<file path="config.mk">
export PLATFORM = sky130hd
export DESIGN_NAME = quadratic_probe_hash_table_flat
export DESIGN_NICKNAME = d
export VERILOG_FILES = /design/src/rtl/core/qph_pkg.sv /design/src/rtl/core/qph_req_if.sv /design/src/rtl/core/qph_rsp_if.sv /design/src/rtl/core/qph_ctrl.sv /design/src/rtl/core/qph_dpath.sv /design/src/rtl/core/quadratic_probe_hash_table.sv /design/src/flat_wrapper.sv
export SDC_FILE = /design/constraint.sdc
export NUM_CORES = 1
export LEC_CHECK = 0
export ABC_AREA = 1
export BUFFER_PORTS_ARGS = -buffer_cell sky130_fd_sc_hd__buf_4
export CAP_MARGIN = 30
export CORE_MARGIN = 5
export CORE_UTILIZATION = 38
export DETAILED_ROUTE_END_ITERATION = 10
export GPL_ROUTABILITY_DRIVEN = 0
export PLACE_DENSITY = 0.6
export SYNTH_ARGS = -nofsm -noshare
export SYNTH_HDL_FRONTEND = slang
export SYNTH_SLANG_ARGS = --single-unit
</file>
<file path="constraint.sdc">
create_clock -name i_clk -period 4.2 [get_ports i_clk]
set_input_delay 0.21 -clock i_clk [delete_from_list [all_inputs] [get_ports i_clk]]
set_output_delay 0.21 -clock i_clk [all_outputs]
set_load 0.01 [all_outputs]
</file>
<file path="src/rtl/core/qph_pkg.sv">
// types and constants shared by the quadratic probe hash table
package qph_pkg;

    localparam int KEY_W          = 32;
    localparam int SLOT_W         = 4;
    localparam int HASH_CYCLES    = 3;
    localparam int HASH_CNT_W     = $clog2(HASH_CYCLES);

    localparam logic [KEY_W-1:0] EMPTY_KEY = '1;

    typedef enum logic [1:0] {
        ACT_INSERT = 2'd0,
        ACT_FIND   = 2'd1,
        ACT_ERASE  = 2'd2
    } t_action;

    typedef enum logic [1:0] {
        ST_OK        = 2'd0,
        ST_NO_SPACE  = 2'd1,
        ST_NOT_FOUND = 2'd2
    } t_status;

    typedef enum logic [2:0] {
        S_CLEAR,
        S_IDLE,
        S_HASH,
        S_READ,
        S_CHECK,
        S_RESP
    } t_state;

    typedef struct packed {
        logic in_ready;
        logic clr_wr;
        logic load;
        logic hash;
        logic rd;
        logic check;
        logic push;
    } t_dp_cmd;

    typedef struct packed {
        logic req_valid;
        logic clr_last;
        logic hash_last;
        logic hit;
        logic path_end;
        logic out_free;
    } t_dp_stat;

endpackage

</file>
<file path="src/rtl/core/qph_req_if.sv">
// request channel: action and key
interface qph_req_if;
    logic                          valid;
    logic                          ready;
    qph_pkg::t_action              action;
    logic [qph_pkg::KEY_W-1:0]     key;

    modport source (output valid, output action, output key, input ready);
    modport sink   (input valid, input action, input key, output ready);
endinterface

</file>
<file path="src/rtl/core/qph_rsp_if.sv">
// response channel: status and slot
interface qph_rsp_if;
    logic                          valid;
    logic                          ready;
    qph_pkg::t_status              status;
    logic [qph_pkg::SLOT_W-1:0]    slot;

    modport source (output valid, output status, output slot, input ready);
    modport sink   (input valid, input status, input slot, output ready);
endinterface

</file>
<file path="src/rtl/core/qph_ctrl.sv">
// controller state machine for the hash table
module qph_ctrl (
    input  logic               i_clk,
    input  logic               i_rst_n,
    input  qph_pkg::t_dp_stat  i_stat,
    output qph_pkg::t_dp_cmd   o_cmd
);
    import qph_pkg::*;

    t_state r_state;
    t_state n_state;

    always_ff @(posedge i_clk) begin
        if (!i_rst_n) begin
            r_state <= S_CLEAR;
        end else begin
            r_state <= n_state;
        end
    end

    always_comb begin
        n_state = r_state;
        o_cmd   = '0;
        unique case (r_state)
            S_CLEAR: begin
                o_cmd.clr_wr = 1'b1;
                if (i_stat.clr_last) begin
                    n_state = S_IDLE;
                end
            end
            S_IDLE: begin
                o_cmd.in_ready = 1'b1;
                if (i_stat.req_valid) begin
                    o_cmd.load = 1'b1;
                    n_state    = S_HASH;
                end
            end
            S_HASH: begin
                o_cmd.hash = 1'b1;
                if (i_stat.hash_last) begin
                    n_state = S_READ;
                end
            end
            S_READ: begin
                o_cmd.rd = 1'b1;
                n_state  = S_CHECK;
            end
            S_CHECK: begin
                o_cmd.check = 1'b1;
                if (i_stat.hit || i_stat.path_end) begin
                    n_state = S_RESP;
                end else begin
                    n_state = S_READ;
                end
            end
            S_RESP: begin
                if (i_stat.out_free) begin
                    o_cmd.push = 1'b1;
                    n_state    = S_IDLE;
                end
            end
            default: begin
                n_state = S_CLEAR;
            end
        endcase
    end

endmodule

</file>
<file path="src/rtl/core/qph_dpath.sv">
// datapath: slot memory, home slot remainder, probe walk and response register
module qph_dpath #(
    parameter int TABLE_SIZE = 16
) (
    input  logic               i_clk,
    input  logic               i_rst_n,
    input  qph_pkg::t_dp_cmd   i_cmd,
    output qph_pkg::t_dp_stat  o_stat,
    qph_req_if.sink            i_req,
    qph_rsp_if.source          o_rsp
);
    import qph_pkg::*;

    localparam int AW = $clog2(TABLE_SIZE);
    localparam int SH = KEY_W + AW;
    localparam logic [32:0] RECIP =
        33'(((64'd1 << SH) + 64'(TABLE_SIZE) - 64'd1) / 64'(TABLE_SIZE));
    localparam logic [15:0]   RCP_LO = RECIP[15:0];
    localparam logic [16:0]   RCP_HI = RECIP[32:16];
    localparam logic [AW-1:0] T_LOW  = AW'(TABLE_SIZE);
    localparam logic [AW+1:0] T_END  = (AW+2)'(TABLE_SIZE);
    localparam logic [AW-1:0] T_LAST = AW'(TABLE_SIZE - 1);

    logic [KEY_W-1:0]       r_mem [TABLE_SIZE];
    logic [KEY_W-1:0]       r_rd_data;

    logic [AW-1:0]          r_clr_idx;
    t_action                r_act;
    logic [KEY_W-1:0]       r_key;
    logic [HASH_CNT_W-1:0]  r_hash_cnt;
    logic [47:0]            r_prod_lo;
    logic [48:0]            r_prod_hi;
    logic [AW-1:0]          r_quo_lo;
    logic [AW-1:0]          r_idx;
    logic [AW:0]            r_step;

    t_status                r_res_status;
    logic [SLOT_W-1:0]      r_res_slot;
    logic                   r_out_valid;
    t_status                r_out_status;
    logic [SLOT_W-1:0]      r_out_slot;

    logic [64:0]            prod_sum;
    logic [AW-1:0]          quo_prod;
    logic [AW-1:0]          n_rem;
    logic [AW+1:0]          n_sum;
    logic [KEY_W-1:0]       target;
    logic                   hit;
    logic                   do_wr;
    logic [AW-1:0]          wr_addr;
    logic [KEY_W-1:0]       wr_data;

    // home slot by reciprocal multiply, low bits of the quotient only
    assign prod_sum = 65'(r_prod_lo) + {r_prod_hi, 16'b0};
    assign quo_prod = r_quo_lo * T_LOW;
    assign n_rem    = r_key[AW-1:0] - quo_prod;

    assign target = (r_act == ACT_INSERT) ? EMPTY_KEY : r_key;
    assign hit    = (r_rd_data == target);
    assign n_sum  = (AW+2)'(r_idx) + (AW+2)'(r_step);

    always_comb begin
        if (i_cmd.clr_wr) begin
            do_wr   = 1'b1;
            wr_addr = r_clr_idx;
            wr_data = EMPTY_KEY;
        end else begin
            do_wr   = i_cmd.check && hit && (r_act == ACT_INSERT || r_act == ACT_ERASE);
            wr_addr = r_idx;
            wr_data = (r_act == ACT_INSERT) ? r_key : EMPTY_KEY;
        end
    end

    always_ff @(posedge i_clk) begin
        if (do_wr) begin
            r_mem[wr_addr] <= wr_data;
        end
        if (i_cmd.rd) begin
            r_rd_data <= r_mem[r_idx];
        end
    end

    always_ff @(posedge i_clk) begin
        if (!i_rst_n) begin
            r_clr_idx <= '0;
        end else if (i_cmd.clr_wr) begin
            r_clr_idx <= r_clr_idx + AW'(1);
        end
    end

    always_ff @(posedge i_clk) begin
        if (i_cmd.load) begin
            r_act      <= i_req.action;
            r_key      <= i_req.key;
            r_hash_cnt <= '0;
        end
        if (i_cmd.hash) begin
            r_prod_lo  <= 48'(r_key) * 48'(RCP_LO);
            r_prod_hi  <= 49'(r_key) * 49'(RCP_HI);
            r_quo_lo   <= prod_sum[SH+AW-1:SH];
            r_hash_cnt <= r_hash_cnt + HASH_CNT_W'(1);
            if (o_stat.hash_last) begin
                r_idx  <= n_rem;
                r_step <= (AW+1)'(1);
            end
        end
        if (i_cmd.check) begin
            if (hit) begin
                r_res_status <= ST_OK;
                r_res_slot   <= SLOT_W'(r_idx);
            end else if (o_stat.path_end) begin
                r_res_status <= (r_act == ACT_INSERT) ? ST_NO_SPACE : ST_NOT_FOUND;
                r_res_slot   <= '0;
            end else begin
                r_idx  <= n_sum[AW-1:0];
                r_step <= r_step + (AW+1)'(2);
            end
        end
    end

    always_ff @(posedge i_clk) begin
        if (!i_rst_n) begin
            r_out_valid <= 1'b0;
        end else if (i_cmd.push) begin
            r_out_valid <= 1'b1;
        end else if (o_rsp.ready) begin
            r_out_valid <= 1'b0;
        end
    end

    always_ff @(posedge i_clk) begin
        if (i_cmd.push) begin
            r_out_status <= r_res_status;
            r_out_slot   <= r_res_slot;
        end
    end

    assign i_req.ready  = i_cmd.in_ready;
    assign o_rsp.valid  = r_out_valid;
    assign o_rsp.status = r_out_status;
    assign o_rsp.slot   = r_out_slot;

    assign o_stat.req_valid = i_req.valid;
    assign o_stat.clr_last  = (r_clr_idx == T_LAST);
    assign o_stat.hash_last = (r_hash_cnt == HASH_CNT_W'(HASH_CYCLES - 1));
    assign o_stat.hit       = hit;
    assign o_stat.path_end  = (n_sum >= T_END);
    assign o_stat.out_free  = !r_out_valid || o_rsp.ready;

endmodule

</file>
<file path="src/rtl/core/quadratic_probe_hash_table.sv">
// top level of the quadratic probe hash table
//
// requests arrive on i_req (action, key) and results leave on o_rsp
// (status, slot), both valid/ready; a request is taken when valid and
// ready are high at a clock edge. one result per request, in order
// after reset a clearing pass writes empty into every slot, one per
// cycle; i_req.ready stays low until it ends
// one request at a time: accept, home slot remainder (reciprocal
// multiply), then per probe a memory read and a compare with optional
// write, then a load of the response register
// the next request is taken only after the result is loaded into the
// response register; probes range from 1 to about sqrt(TABLE_SIZE),
// one slot read each
// the response register frees the core while the result waits; if
// o_rsp stalls, the next request still runs and holds in the core
// until the response register can take it
module quadratic_probe_hash_table #(
    parameter int TABLE_SIZE = 16
) (
    input  logic        i_clk,
    input  logic        i_rst_n,
    qph_req_if.sink     i_req,
    qph_rsp_if.source   o_rsp
);
    import qph_pkg::*;

    t_dp_cmd  cmd;
    t_dp_stat stat;

    qph_ctrl u_ctrl (
        .i_clk   (i_clk),
        .i_rst_n (i_rst_n),
        .i_stat  (stat),
        .o_cmd   (cmd)
    );

    qph_dpath #(
        .TABLE_SIZE (TABLE_SIZE)
    ) u_dpath (
        .i_clk   (i_clk),
        .i_rst_n (i_rst_n),
        .i_cmd   (cmd),
        .o_stat  (stat),
        .i_req   (i_req),
        .o_rsp   (o_rsp)
    );

endmodule

</file>
<file path="src/flat_wrapper.sv">
// flat-port wrapper written by rule: the top's interface ports become plain ports
module quadratic_probe_hash_table_flat import qph_pkg::*;
#(
    parameter int TABLE_SIZE = 16
)
  (i_clk, i_rst_n, i_req_valid, i_req_action, i_req_key, i_req_ready, o_rsp_valid, o_rsp_status, o_rsp_slot, o_rsp_ready);
  qph_req_if i_req_i ();
  qph_rsp_if o_rsp_i ();
  input  logic i_clk;
  input  logic i_rst_n;
  input wire logic [$bits(i_req_i.valid)-1:0] i_req_valid;
  input wire logic [$bits(i_req_i.action)-1:0] i_req_action;
  input wire logic [$bits(i_req_i.key)-1:0] i_req_key;
  output wire logic [$bits(i_req_i.ready)-1:0] i_req_ready;
  output wire logic [$bits(o_rsp_i.valid)-1:0] o_rsp_valid;
  output wire logic [$bits(o_rsp_i.status)-1:0] o_rsp_status;
  output wire logic [$bits(o_rsp_i.slot)-1:0] o_rsp_slot;
  input wire logic [$bits(o_rsp_i.ready)-1:0] o_rsp_ready;
  assign i_req_i.valid = i_req_valid;
  assign i_req_i.action = i_req_action;
  assign i_req_i.key = i_req_key;
  assign i_req_ready = i_req_i.ready;
  assign o_rsp_valid = o_rsp_i.valid;
  assign o_rsp_status = o_rsp_i.status;
  assign o_rsp_slot = o_rsp_i.slot;
  assign o_rsp_i.ready = o_rsp_ready;
  quadratic_probe_hash_table #(.TABLE_SIZE(TABLE_SIZE)) u_core (.i_clk(i_clk), .i_rst_n(i_rst_n), .i_req(i_req_i), .o_rsp(o_rsp_i));
endmodule
</file>
==> flow_summary.toml, run 1 <==
[pwr]
total_power_w = 0.0133
p_leak_nw = 9.02
power_density_nw_per_um2 = 473
ir_drop_v = 0.000264

[grt]
grt-ovfl-total = 0
antenna_found_initial = 0
grt_pass1_vias = 15199
gr-usage-all-layers_pct = 17.8
grt_pass1_wl_mm = 95.2
grt_max_degree = 203

[placed_design]
portBuffers = 45
placed_area_um2 = 25800
dp_hpwl_mm = 36.0
dp_slack_ns = 0.981

[synth]
synth_edf_count = 593
yosysTopAreaCellShare_pct = 73.3
netlist_instances = 1863
ys_types = 39
ys.flop_type = "edfxtp_1"
synth.area.top_cells = "edfxtp_1 (73%), o21ai_0 (6.0%), nor2_1 (4.9%)"
yosysTopAreaCell = "edfxtp_1"
ys_ff_latch = 609
syn_nets = 1909
synth_warnings = 0
postSynth.asyncResetShare_pct = 0
ys_seq_area_share_pct = 74.6
post_synth_instance_area_um2 = 24300
syn_avg_cell_area_um2 = 13.0

[drt]
drt_iter0_drc = 1715
viasPerCell = 5.53
vias = 15598
firstDrtPassIters = 5
remaining_drc_errors = 0
wire_per_inst_um = 22.5
routed_wl_mm = 63.5
final_antenna_net_count = 0

[floorplan]
core_um2 = 63200
io_pins = 46
rows = 92
die-height_um = 263
die_x_um = 263
initial_core_util_pct = 38.5
die_area_um2 = 69100

[final_layout]
synthToLayoutAreaGrowth_pct = 15.9
diodes = 0
fin_area_um2 = 28200
layout.nets = 1979
ff_latch_area_um2 = 18100
multi_input_area_um2 = 5550
layout-drive-gt1-share_pct = 10.3
n_fill_cell = 5616

[worst_setup_path]
path_class = "flop to flop"
critPathMaxFanout = 30
startpoint_type = "flop"
endpoint_kind = "flop"
r2r_slack_ns = 0.96
crit_arrival_ns = 3.53
worst_ep_required_time_ns = 4.50

[clock_network]
cts_buffers = 66
cts_root_buffer = "clkbuf_16"
clk_pin_slew_ns = 0.06
h-tree-depth = 3
cts_resized = 0
clock_latency_ns = 0.59
clockBufferDepth = 3
tritoncts = "built"
cts.sinks = 609

[timing]
finalSetupViolCount = 0
max_slew_margin_pct = 23.0
period_share_pct = 77.0
fin_ws_ns = 0.964
timing.setup.tns_ns = 0
worst_pin_slew_ns = 1.15
final-hold-violation-count = 0
fmax_mhz = 309
skew_ns = 0.0243
rsz0062_at_grt = "no"
drv_slew = 0
min_period_ns = 3.24

[job]
cap_violations = 0

[status]
status = "complete, no violations"

[hold_path]
hold_path_class = "input port to flop"
-- state kept, by name (all words and copies together), names as in the netlist --
signal,count
u_core.u_dpath.r_key,32
u_core.u_dpath.r_act,2
u_core.u_dpath.o_rsp.status,2
u_core.u_dpath.r_clr_idx,4
u_core.u_dpath.r_res_slot,4
u_core.u_dpath.r_idx,4
u_core.u_dpath.o_rsp.slot,4
u_core.u_dpath.r_hash_cnt,2
u_core.u_dpath.o_rsp.valid,1
u_core.u_ctrl.r_state,3
u_core.u_dpath.r_res_status,2
u_core.u_dpath.r_mem,512
u_core.u_dpath.r_rd_data,32
u_core.u_dpath.r_step,5
-- power by group --
group          leakage [nW]  switching [W]  total [W]  internal [W]
Clock                 0.984        0.00227    0.00557       0.00331
Sequential             5.21      0.0000140    0.00668       0.00667
Combinational          2.83       0.000778    0.00106      0.000280
Total                  9.02        0.00306     0.0133        0.0103
-- per-stage QoR --
stage          hold slack [ns]  cells  util, %
2_1_floorplan            0.308   1863        -
3_3_place_gp             0.388   2673     40.7
3_5_place_dp             0.389   2675     40.8
4_1_cts                 0.0495   2821     44.6
5_1_grt                  0.105   2821     44.6
6_report                0.0844   2821     44.6
-- synthesized netlist by cell type (7+ instances only) --
master / instances
buf_2: 8
edfxtp_1: 593
inv_1: 69
nand3_1: 55
o221ai_1: 96
a21oi_1: 8
o21ai_0: 292
clkbuf_1: 100
o211ai_1: 34
ha_1: 7
nand2_1: 163
dfxtp_1: 16
nand3b_1: 25
nor2_1: 319
o22ai_1: 33
-- cell type report --
cell class              instances  area share (%)
repair buffers                118            3.81
well taps                     846            3.76
clock inverters                20           0.858
multi-input cells            1063            19.7
inverters                      75            1.02
flip-flops and latches        609            64.4
clock buffers                  90            6.41
-- cell usage in the layout, fill, tap and decap left out, types with 2 or more instances in the layout --
| master | Yosys | final |
|---|---|---|
| edfxtp_1 | 593 | 593 |
| nor2_1 | 319 | 301 |
| o21ai_0 | 292 | 292 |
| nand2_1 | 163 | 163 |
| o221ai_1 | 96 | 96 |
| buf_4 | 0 | 73 |
| clkbuf_16 | 0 | 68 |
| inv_1 | 69 | 67 |
| nand3_1 | 55 | 55 |
| dlygate4sd3_1 | 0 | 36 |
| o211ai_1 | 34 | 34 |
| o22ai_1 | 33 | 33 |
| nand3b_1 | 25 | 25 |
| clkbuf_1 | 100 | 20 |
| nor2_4 | 0 | 18 |
| dfxtp_1 | 16 | 12 |
| clkinv_1 | 3 | 9 |
| a21oi_1 | 8 | 8 |
| buf_12 | 0 | 8 |
| ha_1 | 7 | 7 |
| o21bai_1 | 5 | 5 |
| bufinv_16 | 0 | 5 |
| nand3_2 | 4 | 4 |
| nor3_1 | 4 | 4 |
| clkinv_2 | 0 | 4 |
| inv_2 | 3 | 3 |
| clkinvlp_4 | 0 | 3 |
| dfxtp_4 | 0 | 3 |
| o21a_1 | 2 | 2 |
| xnor2_1 | 2 | 2 |
| inv_6 | 0 | 2 |
| clkbuf_8 | 0 | 2 |
-- repair_timing --
action                                 CTS  global route
buffers inserted                         0             0
endpoints found under the hold margin   42             0
hold buffers                            36             0
-- worst paths after layout --
check / start / end / cells after the start
hold reg to reg: u_core.u_dpath.r_res_status[1]$_SDFFCE_PP0P_ / u_core.u_dpath.o_rsp.status[1]$_DFFE_PP_ / 0
hold / removal: i_req_valid / u_core.u_ctrl.r_state[0]$_SDFFE_PN0P_ / 4
setup / recovery: u_core.u_dpath.r_act[0]$_DFFE_PP_ / u_core.u_dpath.r_mem[2][2]$_DFFE_PP_ / 13
setup reg to reg: u_core.u_dpath.r_act[0]$_DFFE_PP_ / u_core.u_dpath.r_mem[2][2]$_DFFE_PP_ / 13
-- logic make-up after synthesis --
group,share of synthesized area (%)
XOR/XNOR,0.108
flip-flops,74.6
AO/OA/AOI/OAI,11.8
buffers and inverters,3.12
AND/OR/NAND/NOR,9.90
adder cells (fa/ha/maj),0.443
-- critical path, cell delays in order, from the launching register on --
cell	delay, ns
edfxtp_1	0.44
nor2_2	0.13
buf_4	0.28
o21ai_0	0.14
nand2_1	0.09
nand2_1	0.07
nor3_2	0.10
nand2_1	0.09
nor2_1	0.12
nand2_2	0.12
o21ai_4	0.21
nand3_2	0.24
nor2_4	0.64
buf_12	0.24
-- routing by layer --
metal / wire [µm] / global-route usage, % / vias to the layer above
li1: - / - / 7049
met1: 27300 / 25.0 / 7778
met2: 28600 / 26.9 / 650
met3: 5500 / 4.73 / 121
met4: 2080 / 6.19 / 0
met5: 0 / 0 / -
No activity file was read; power rests on OpenSTA's default activity.
==> run 2, diff against run 1 <==
==> constraint.sdc (replaced) <==
create_clock -name i_clk -period 3.15 [get_ports i_clk]
set_input_delay 0.1575 -clock i_clk [delete_from_list [all_inputs] [get_ports i_clk]]
set_output_delay 0.1575 -clock i_clk [all_outputs]
set_load 0.01 [all_outputs]
==> flow_summary.toml, run 2 (synthesized netlist as in run 1, its figures left out) <==
[status]
status = "complete, no violations"

[drt]
viasPerCell = 5.47
final_antenna_net_count = 0
wire_per_inst_um = 22.9
drt_iter0_drc = 1636
vias = 15619
firstDrtPassIters = 5
remaining_drc_errors = 0
routed_wl_mm = 65.3

[final_layout]
top_register = "u_core.u_dpath.r_mem"
final_common_cell = "edfxtp_1"
multi_input_area_um2 = 5550
layout.nets = 2003
final_cell_mix = "edfxtp_1 (593), nor2_1 (301), o21ai_0 (292)"
synthToLayoutAreaGrowth_pct = 17.2
ff_latch_area_um2 = 18100
n_fill_cell = 5559
top_regs = "u_core.u_dpath.r_mem (512), u_core.u_dpath.r_key (32), u_core.u_dpath.r_rd_data (32)"
layout-drive-gt1-share_pct = 11.8
largest_register_ffs = 512
diodes = 0

[grt]
grt_pass1_wl_mm = 98.0
grtUsageMet1_pct = 25.5
antenna_found_initial = 1
grt_max_degree = 164
grt-ovfl-total = 0
use_met2_pct = 29.0
gr-usage-all-layers_pct = 18.3
grt_pass1_vias = 15406
gr-usage-met3_pct = 3.69
top_usage_layer = "met2"

[clock_network]
cts_root_buffer = "clkbuf_16"
h-tree-depth = 2
clock_latency_ns = 0.63
clockBufferDepth = 3
cts.sinks = 609
clk_pin_slew_ns = 0.06
postCtsSetupBuffers = 0
cts_buffers = 59
tritoncts = "built"

[placed_design]
dp_hpwl_mm = 38.7
portBuffers = 45
dp_slack_ns = 0.361

[floorplan]
rows = 92
core_um2 = 63200
die_x_um = 263
die_area_um2 = 69100
initial_core_util_pct = 38.5
io_pins = 46
die-height_um = 263

[pwr]
switching_share_pct = 23.6
total_power_w = 0.0174
p_leak_nw = 9.17
seqPwrFrac_pct = 51.3
power_density_nw_per_um2 = 609
internal-power_w = 0.0133
ir_drop_v = 0.000443
p_switching_w = 0.00410
combPwrFrac_pct = 8.3
clkPwrFrac_pct = 40.4

[timing]
skew_ns = 0.0225
rsz0062_at_grt = "no"
final-hold-violation-count = 0
period_share_pct = 90.8
max_slew_margin_pct = 44.3
worst_pin_slew_ns = 0.835
fin_ws_ns = 0.288
drv_slew = 0
finalSetupViolCount = 0
min_period_ns = 2.86
fmax_mhz = 349

[worst_setup_path]
critPathMaxFanout = 14
endpoint_kind = "flop"
r2r_slack_ns = 0.29
worst_ep_required_time_ns = 3.44
r2r_start = "u_core.u_dpath.r_key[27]$_DFFE_PP_"
crit_arrival_ns = 3.16
setup.worst_path.start = "u_core.u_dpath.r_key[27]$_DFFE_PP_"
startpoint_type = "flop"
path_class = "flop to flop"

[job]
cap_violations = 0

[hold_path]
hold_start = "i_req_valid"
hold_path_class = "input port to flop"
==> run 2: cell type report <==
cell class                      instances  share of cell area (%)
Multi-Input combinational cell       1063                    19.5
Clock inverter                         42                    1.41
Clock buffer                           70                    5.36
Tap cell                              846                    3.72
Inverter                               75                    1.01
Sequential cell                       609                    63.7
Timing Repair Buffer                  149                    5.31
==> run 2: worst max-delay path, stage by stage (launching register included) <==
cell      delay, ns
edfxtp_1       0.37
inv_1          0.24
o21ai_0        0.23
nand2_1        0.16
nand2_1        0.11
nor3_2         0.16
nand2_1        0.09
nor2_1         0.12
nand2_2        0.11
o21ai_4        0.21
nand3_2        0.24
nor2_4         0.19
buf_4          0.30
==> run 2: worst paths after layout <==
kind,end,cells after the start
worst min register to register,u_core.u_dpath.o_rsp.slot[3]$_DFFE_PP_,0
worst min-delay path,u_core.u_ctrl.r_state[0]$_SDFFE_PN0P_,4
worst max-delay path,u_core.u_dpath.r_mem[9][23]$_DFFE_PP_,12
worst max register to register,u_core.u_dpath.r_mem[9][23]$_DFFE_PP_,12
==> run 2: per-layer routing <==
metal	vias up	wire, µm
met4	0	2220
met3	107	4700
met1	7771	28100
li1	7108	-
met2	633	30300
met5	-	0
==> run 2: power groups by stage <==
stage	Combinational [W]	Clock (W)	Sequential [W]
finish	0.00144	0.00701	0.00891
global route	0.00158	0.00750	0.00890
global placement	0.00138	0	0.00908
floorplan	0.000871	0	0.00908
detailed placement	0.00140	0	0.00908
CTS	0.00144	0.00713	0.00890
==> run 2: per-stage QoR <==
stage               TNS (ns)  std cells  util, %  area [µm²]  hold WS [ns]
detailed placement         0       2705     41.4       26200         0.337
global placement           0       2705     41.4       26200         0.336
floorplan             -94.99       1863        -       24300         0.255
finish                     0       2854     45.1       28500        0.0650
global route               0       2854     45.1       28500         0.103
CTS                        0       2854     45.1       28500        0.0163
==> run 2: repair_timing <==
action,4_1_cts,5_1_grt
endpoints found under the setup margin,0,0
resized for setup,0,0
hold endpoints to repair,42,0
hold buffers,37,0
